===== config.mk =====
export PLATFORM = sky130hd
export DESIGN_NAME = perturb_observe_mppt_duty
export DESIGN_NICKNAME = d
export VERILOG_FILES = /design/src/hdl/pom_pkg.sv /design/src/hdl/perturb_observe_mppt_duty.sv
export SDC_FILE = /design/constraint.sdc
export NUM_CORES = 1
export LEC_CHECK = 0
export BUFFER_PORTS_ARGS = -buffer_cell sky130_fd_sc_hd__buf_2
export CORE_MARGIN = 4
export CORE_UTILIZATION = 50
export DETAILED_ROUTE_END_ITERATION = 10
export HOLD_SLACK_MARGIN = 0.12
export PLACE_DENSITY = 0.77
export SYNTH_ARGS = -nofsm -noshare
export SYNTH_HDL_FRONTEND = slang
export SYNTH_SLANG_ARGS = --single-unit

===== constraint.sdc =====
create_clock -name clk -period 10.1 [get_ports clk]
set_input_delay 2.02 -clock clk [delete_from_list [all_inputs] [get_ports clk]]
set_output_delay 2.02 -clock clk [all_outputs]
set_load 0.02 [all_outputs]

===== src/hdl/pom_pkg.sv =====
package pom_pkg;

	// field widths
	localparam int PowerFieldWidth = 32;
	localparam int DutyWidth       = 7;
	localparam int StepWidth       = 4;
	localparam int CfgDataWidth    = 7;

	// default power compare width
	localparam int PowerWidthDefault = 32;

	// duty limits and reset values
	localparam logic [DutyWidth-1:0] DutyMax     = 7'd100;
	localparam logic [DutyWidth-1:0] MpptReset   = 7'd20;
	localparam logic [DutyWidth-1:0] BorderReset = 7'd50;
	localparam logic [StepWidth-1:0] StepReset   = 4'd1;

	// configuration register indexes
	typedef enum logic [0:0] {
		REG_BORDER_DUTY  = 1'b0,
		REG_PERTURB_STEP = 1'b1
	} cfg_index_t;

	// duty arbitration modes
	typedef enum logic [1:0] {
		MODE_RAMP_UP = 2'd0,
		MODE_TRACK   = 2'd1,
		MODE_HOLD    = 2'd2,
		MODE_PUSH    = 2'd3
	} mode_t;

	// request payload
	typedef struct packed {
		logic signed [PowerFieldWidth-1:0] power_sample;
		logic [DutyWidth-1:0]              target_duty;
		logic [DutyWidth-1:0]              throttle_duty;
		logic [DutyWidth-1:0]              present_duty;
	} req_t;

	// result payload
	typedef struct packed {
		logic [DutyWidth-1:0] new_duty;
		logic [DutyWidth-1:0] tracked_duty;
		mode_t                mode;
	} res_t;

endpackage


===== src/hdl/perturb_observe_mppt_duty.sv =====
// Pipeline: a request accepted into the input register moves on into the result register, which drives out_valid,
// when the result register is free or drains.
// Throughput: one request per cycle while out_stall is not raised; the tracker state (duty, direction, last power)
// is a loop closed in the compute stage between input and result registers.
// Reset: arst_n clears both stages, border_duty to 50, perturb_step to 1,
// tracked duty to 20, direction to upward and last power to zero.
module perturb_observe_mppt_duty #(
	parameter int POWER_WIDTH = pom_pkg::PowerWidthDefault
) (
	input  logic                                  clk,
	input  logic                                  arst_n,
	input  logic                                  cfg_we,
	input  pom_pkg::cfg_index_t                   cfg_index,
	input  logic [pom_pkg::CfgDataWidth-1:0]      cfg_data,
	input  logic                                  in_valid,
	output logic                                  in_stall,
	input  pom_pkg::req_t                         in_req,
	output logic                                  out_valid,
	input  logic                                  out_stall,
	output pom_pkg::res_t                         out_res
);
	import pom_pkg::*;

	logic [DutyWidth-1:0]          border_duty_q;
	logic [StepWidth-1:0]          perturb_step_q;
	logic [DutyWidth-1:0]          mppt_duty_q;
	logic                          step_down_q;
	logic signed [POWER_WIDTH-1:0] last_power_q;

	logic                          valid_s1;
	req_t                          req_s1;
	logic                          out_valid_q;
	res_t                          res_q;

	logic                          accept;
	logic                          advance;

	logic signed [POWER_WIDTH-1:0] power_w;
	logic                          dir_down;
	logic signed [DutyWidth+1:0]   stepped;
	logic [DutyWidth-1:0]          mppt_clamped;
	logic [DutyWidth-1:0]          throttle_clamped;
	logic signed [DutyWidth:0]     gap;
	logic                          target_hi;
	logic                          throttle_hi;
	res_t                          res_d;
	logic [DutyWidth-1:0]          mppt_next;

	// handshake: stage one moves on when the result register is free or drained
	assign advance   = valid_s1 && (!out_valid_q || !out_stall);
	assign in_stall  = valid_s1 && out_valid_q && out_stall;
	assign accept    = in_valid && !in_stall;
	assign out_valid = out_valid_q;
	assign out_res   = res_q;

	// configuration registers
	always_ff @(posedge clk or negedge arst_n) begin
		if (!arst_n) begin
			border_duty_q  <= BorderReset;
			perturb_step_q <= StepReset;
		end else if (cfg_we) begin
			unique case (cfg_index)
				REG_BORDER_DUTY:  border_duty_q  <= cfg_data;
				REG_PERTURB_STEP: perturb_step_q <= cfg_data[StepWidth-1:0];
				default:          border_duty_q  <= border_duty_q;
			endcase
		end
	end

	// input register
	always_ff @(posedge clk or negedge arst_n) begin
		if (!arst_n) begin
			valid_s1 <= 1'b0;
		end else if (accept) begin
			valid_s1 <= 1'b1;
		end else if (advance) begin
			valid_s1 <= 1'b0;
		end
	end

	always_ff @(posedge clk) begin
		if (accept) begin
			req_s1 <= in_req;
		end
	end

	// power sample taken at the compare width
	generate
		if (POWER_WIDTH <= PowerFieldWidth) begin : g_power_narrow
			assign power_w = req_s1.power_sample[POWER_WIDTH-1:0];
		end else begin : g_power_wide
			assign power_w = {{(POWER_WIDTH-PowerFieldWidth){req_s1.power_sample[PowerFieldWidth-1]}},
				req_s1.power_sample};
		end
	endgenerate

	// perturb and observe step with clamp
	always_comb begin
		dir_down = (power_w > last_power_q) ? step_down_q : !step_down_q;
		if (dir_down) begin
			stepped = $signed({2'b00, mppt_duty_q}) - $signed({5'd0, perturb_step_q});
		end else begin
			stepped = $signed({2'b00, mppt_duty_q}) + $signed({5'd0, perturb_step_q});
		end
		priority if (stepped < 0) begin
			mppt_clamped = '0;
		end else if (stepped > $signed({2'b00, DutyMax})) begin
			mppt_clamped = DutyMax;
		end else begin
			mppt_clamped = stepped[DutyWidth-1:0];
		end
		throttle_clamped = (req_s1.throttle_duty > DutyMax) ? DutyMax : req_s1.throttle_duty;
	end

	// duty arbitration against the border
	always_comb begin
		target_hi   = req_s1.target_duty >= border_duty_q;
		throttle_hi = req_s1.throttle_duty >= border_duty_q;
		gap         = $signed({1'b0, border_duty_q}) - $signed({1'b0, req_s1.present_duty});
		mppt_next   = mppt_clamped;
		res_d.new_duty = req_s1.present_duty;
		unique case ({target_hi, throttle_hi})
			2'b10: begin
				res_d.mode = MODE_RAMP_UP;
				mppt_next  = throttle_clamped;
			end
			2'b11: begin
				res_d.mode     = MODE_TRACK;
				res_d.new_duty = mppt_clamped;
			end
			2'b00: begin
				res_d.mode = MODE_HOLD;
			end
			default: begin
				res_d.mode = MODE_PUSH;
				priority if (gap >= 2) begin
					res_d.new_duty = req_s1.present_duty + 7'd1;
				end else if (gap <= -2) begin
					res_d.new_duty = req_s1.present_duty - 7'd1;
				end else begin
					res_d.new_duty = req_s1.present_duty;
				end
			end
		endcase
		res_d.tracked_duty = mppt_next;
	end

	// tracker state, updated as each request commits to the result register
	always_ff @(posedge clk or negedge arst_n) begin
		if (!arst_n) begin
			mppt_duty_q  <= MpptReset;
			step_down_q  <= 1'b0;
			last_power_q <= '0;
		end else if (advance) begin
			mppt_duty_q  <= mppt_next;
			step_down_q  <= dir_down;
			last_power_q <= power_w;
		end
	end

	// result register
	always_ff @(posedge clk or negedge arst_n) begin
		if (!arst_n) begin
			out_valid_q <= 1'b0;
		end else if (advance) begin
			out_valid_q <= 1'b1;
		end else if (!out_stall) begin
			out_valid_q <= 1'b0;
		end
	end

	always_ff @(posedge clk) begin
		if (advance) begin
			res_q <= res_d;
		end
	end

	// checks
	a_tracked_in_range: assert property (@(posedge clk) disable iff (!arst_n)
		out_valid_q |-> (res_q.tracked_duty <= DutyMax))
		else $error("tracked duty above limit");

	a_track_follows: assert property (@(posedge clk) disable iff (!arst_n)
		(out_valid_q && res_q.mode == MODE_TRACK) |-> (res_q.new_duty == res_q.tracked_duty))
		else $error("tracking mode duty differs from tracked duty");

	a_stall_needs_full: assert property (@(posedge clk) disable iff (!arst_n)
		in_stall |-> (valid_s1 && out_valid_q))
		else $error("input stalled with a free stage");

	a_state_held: assert property (@(posedge clk) disable iff (!arst_n)
		!advance |=> $stable(mppt_duty_q) && $stable(step_down_q))
		else $error("tracker state moved without a committed request");

endmodule

======== After elaboration in Yosys (flattened, before gate mapping) ========
Cells that the tools add are included.
word-level totals
  register bits after elaboration ......... 122
  bits of input ports ..................... 66
  output and inout bits ................... 18
  word-level logic and storage cells ...... 59
cells by class
  add/sub/neg operators ................... 5
  $lt $le $gt $ge ......................... 8
  equal/unequal tests ..................... 3
  multiplexer cells ....................... 14
  bitwise logic cells ..................... 1
  reductions and logical operators ........ 14
operators with widths
  operator               count
  $mux W7                6
  $gt A32 B32 Y1         1
  $ge A7 B7 Y1           2
  $pmux W7 S2            1
  $gt A9 B8 Y1 const B   1
  $lt A9 B1 Y1 const B   1
  $mux W9                1
  $add A7 B4 Y8          1
  $ge A8 B3 Y1 const B   1
  $le A8 B2 Y1 const B   1
  $sub A7 B4 Y8          1
  $sub A7 B7 Y8          1
  $add A7 B1 Y7 const B  1
  $gt A7 B7 Y1 const B   1
  $sub A7 B1 Y7 const B  1
  $pmux W2 S3            1
  $mux W1                5
  $eq A2 B2 Y1 const B   2
  $logic_and A1 B1 Y1    4
  $logic_not A1 Y1       4
  $reduce_and A2 Y1      2
  $logic_not A2 Y1       1
  $ne A2 B1 Y1 const B   1
  $reduce_bool A2 Y1     1
  3 further kinds        3

======== Longest topological paths before layout ========
  depth after elaboration ................. 7
  gate-level depth with buffers ........... 14

======== Least setup slack after synthesis ========
No wires, ideal clock.
  kind .................................... input to output
  start ................................... in out_stall
  end ..................................... out in_stall
  data arrival time ....................... 2269 ps
  setup slack ............................. 5811 ps
  stages .................................. 2
  buffers on the path ..................... 0
  cells stage by stage .................... nand3_1 inv_1
between the ends
  cells in the longest elaborated chain, start to end .. 1
RTL lines
  item                 RTL line                         text
  start: declaration   perturb_observe_mppt_duty.sv:19  input logic out_stall,
  $logic_and A1 B1 Y1  perturb_observe_mppt_duty.sv:51  assign in_stall = valid_s1 && out_valid_q && out_stall;
  end: declaration     perturb_observe_mppt_duty.sv:16  output logic in_stall,
Every way passes these cells.

======== Final worst setup path ========
Ends and elaborated chain as after synthesis.

==> impl_metrics.tcl <==
set metrics [dict create \
    cpMostUsedCell "buf_2" \
    grt_max_degree 91 \
    clk_latency_ns 0.42 \
    dr.max_layer_used "met4" \
    p_comb_share_pct 34.2 \
    netlist_top_cells_count "nand2_1 (71), edfxtp_1 (69), inv_1 (69)" \
    die_w_um 124 \
    core_area_um2 13200 \
    clkSlewWorstSetupHoldPaths_ns 0.06 \
    row_count 42 \
    whs_ns 0.488 \
    internal_power_mw 1.24 \
    final.min_clock_period_ns 4.45 \
    hold_violations 0 \
    vias 5013 \
    met2_length_um 7240 \
    synthCells 621 \
    skew_ns 0.0125 \
    post_cts_buffers 0 \
    gr-total-overflow 0 \
    max_freq_mhz 225 \
    holdPathStages 2 \
    syn-cell-area_um2 6700 \
    required_ns 8.08 \
    synth_top_area_share_pct 30.9 \
    synth_async_sr_flop_share_pct 43.4 \
    wl_met3_um 778 \
    crit_chain "buf_2 > nand3_1 > inv_1 > buf_2" \
    ir_worst_vdd_mv 0.174 \
    r2r_start "req_s1[1]" \
    n_antenna_cell 0 \
    r2r_slack_ns 6.37 \
    worstSetupEndpointType "output port" \
    p_sw_share_pct 34.9 \
    hold-path-endpoint "last_power_q[15]" \
    clock-root-buffer "clkbuf_16" \
    hp-start "power_w[15]" \
    nFillCells 1078 \
    layout.nets 844 \
    drt_first_pass_iters 7 \
    crit_fanout 3 \
    drc 0 \
    synth_edf_count 69 \
    ys_seq_area_share_pct 50.8 \
    cp_slowest_cell "buf_2" \
    ios 84 \
    critical_path.startpoint_type "input pin" \
    finalCritPeriodShare_pct 44.1 \
    avgSynthCellArea_um2 10.8 \
    p_leak_nw 3.45 \
    hold_buffers 0 \
    synth-seq-cells 122 \
    crit_arrival_ns 2.43 \
    antenna_found_initial 0 \
    grtUsageTotal_pct 20.2 \
    worstMarginPinSlew_ns 0.836 \
    port_buffers 83 \
    cts_tree "done" \
    p_sw_mw 0.667 \
    setup_tns_ns 0 \
    p_seq_share_pct 35.9 \
    synth.distinct_cells 74 \
    cts_buffers 17 \
    synth_area_leaders "edfxtp_1 (31%), dfrtp_1 (18%), ha_1 (12%)" \
    fp.dieH_um 124 \
    drive_above_1_share_pct 21.4 \
    drt-total-wl_um 14300 \
    synth_top_area_cell "edfxtp_1" \
    place_hpwl_um 10500 \
    grt_first_pass_wirelength_um 23800 \
    setup_viol 0 \
    timing.rr.end "out_res[11]" \
    synth.net_count 753 \
    ff2ff_path_depth 12 \
    htreeDepth 4 \
    grt_pass1_vias 5120 \
    wl_met1_um 5850 \
    start_util_pct 50.8 \
    wl_per_cell_um 15.9 \
    clkPwrFrac_pct 29.9 \
    cap_violations 0 \
    maxSlewHeadroom_pct 44.3 \
    synth_most_common_cell "nand2_1" \
    drtAntennaViolNets 0 \
    outcome "finished, final reports clean" \
    clock_sinks 122 \
    hold_path.class "flop to flop" \
    slew_violations 0 \
    post_cts_resized 0 \
    multi_input_area_um2 2970 \
    die_area_um2 15300 \
    gp_congestion 0.881 \
    drt_iter0_markers 469 \
    crit_type "input pin to output port" \
    power_density_nw_per_um2 243 \
    cts_buffer_depth 2 \
    max_stage_delay_ns 0.15 \
    synth_warnings 0 \
    viasPerCell 5.56 \
    ys.flop_type "edfxtp_1" \
    seq_area_um2 3410 \
    rsz0062_at_grt "false" \
    area_growth_pct 17.2 \
]
==> cell families after synthesis <==
| kind of cell | share of synthesized area, % |
|---|---|
| AOI/OAI and AO/OA | 15.4 |
| adders and majority gates | 12.7 |
| xor gates and xnor gates | 1.18 |
| buffers and inverters | 4.80 |
| and+or+nand+nor | 13.6 |
| muxes | 1.51 |
| DFF | 50.8 |
==> cell type report <==
| type | instances | area share [%] |
|---|---|---|
| clock buffer | 21 | 5.86 |
| clock inverter | 11 | 1.24 |
| inverter | 69 | 3.30 |
| multi-input combinational | 416 | 37.9 |
| sequential | 122 | 43.4 |
| tap | 176 | 2.80 |
| timing repair buffer | 86 | 5.58 |
==> sequential cells by signal, indices dropped and copies added (netlist names) <==
name	cells
out_valid	1
req_s1	21
border_duty_q	7
last_power_q	32
step_down_q	1
perturb_step_q	4
power_w	32
valid_s1	1
out_res	16
mppt_duty_q	7
==> cell usage in the layout, fill, tap and decap left out, types with 3 or more instances in the layout <==
master	synthesis	layout
a211o_1	3	3
a21o_1	10	10
a21oi_1	29	29
a221o_1	3	3
a31oi_1	8	8
and2_1	4	3
buf_2	2	83
buf_4	0	3
clkbuf_16	0	17
clkinv_2	0	3
clkinvlp_4	0	3
dfrtp_1	47	47
dfstp_2	6	6
edfxtp_1	69	69
fa_1	3	3
ha_1	63	63
inv_1	69	68
mux2_2	9	9
nand2_1	71	71
nand2b_1	5	5
nand3_1	14	14
nand4_1	8	8
nor2_1	30	30
nor2b_1	8	8
nor3_1	4	4
nor3b_1	3	3
nor4_1	7	7
o211ai_1	6	6
o21ai_0	54	54
o21ai_1	5	5
or2_2	4	4
or4_1	3	3
xnor2_1	6	6
xor2_1	3	3
==> how the worst max path moves through the flow <==
| stage | start | end | depth (start not counted) |
|---|---|---|---|
| floorplan | out_stall | in_stall | 2 |
| global placement | out_stall | in_stall | 4 |
| detailed placement | out_stall | in_stall | 4 |
| CTS | out_stall | in_stall | 4 |
| global route | out_stall | in_stall | 4 |
| finish | out_stall | in_stall | 4 |
==> routing by layer <==
metal,global-route usage (%),up-vias
li1,-,2431
met5,0,-
met4,9.00,0
met1,23.4,2363
met3,5.45,49
met2,34.8,170
==> per-stage QoR <==
stage | power (mW) | setup slack, ns | cell area [um2] | util (%) | cells
6_report | 1.91 | 5.65 | 7850 | 59.5 | 901
3_3_place_gp | 1.30 | 5.66 | 7300 | 55.3 | 869
2_1_floorplan | 1.17 | 5.81 | 6700 | - | 621
3_5_place_dp | 1.34 | 5.65 | 7300 | 55.3 | 869
4_1_cts | 1.91 | 5.65 | 7850 | 59.5 | 901
5_1_grt | 2.03 | 5.63 | 7850 | 59.5 | 901
==> critical path, delay by kind of cell <==
family | cells | cell delay [ns]
buffers and inverters | 3 | 0.30
AND/OR/NAND/NOR | 1 | 0.11
==> power by group through the flow <==
stage               sequential [mW]  clock [mW]  combinational (mW)
detailed placement            0.693           0               0.644
CTS                           0.686       0.579               0.649
global placement              0.690           0               0.612
global route                  0.695       0.604               0.728
finish                        0.685       0.570               0.653
floorplan                     0.695           0               0.476
(Power assumes the default switching activity.)
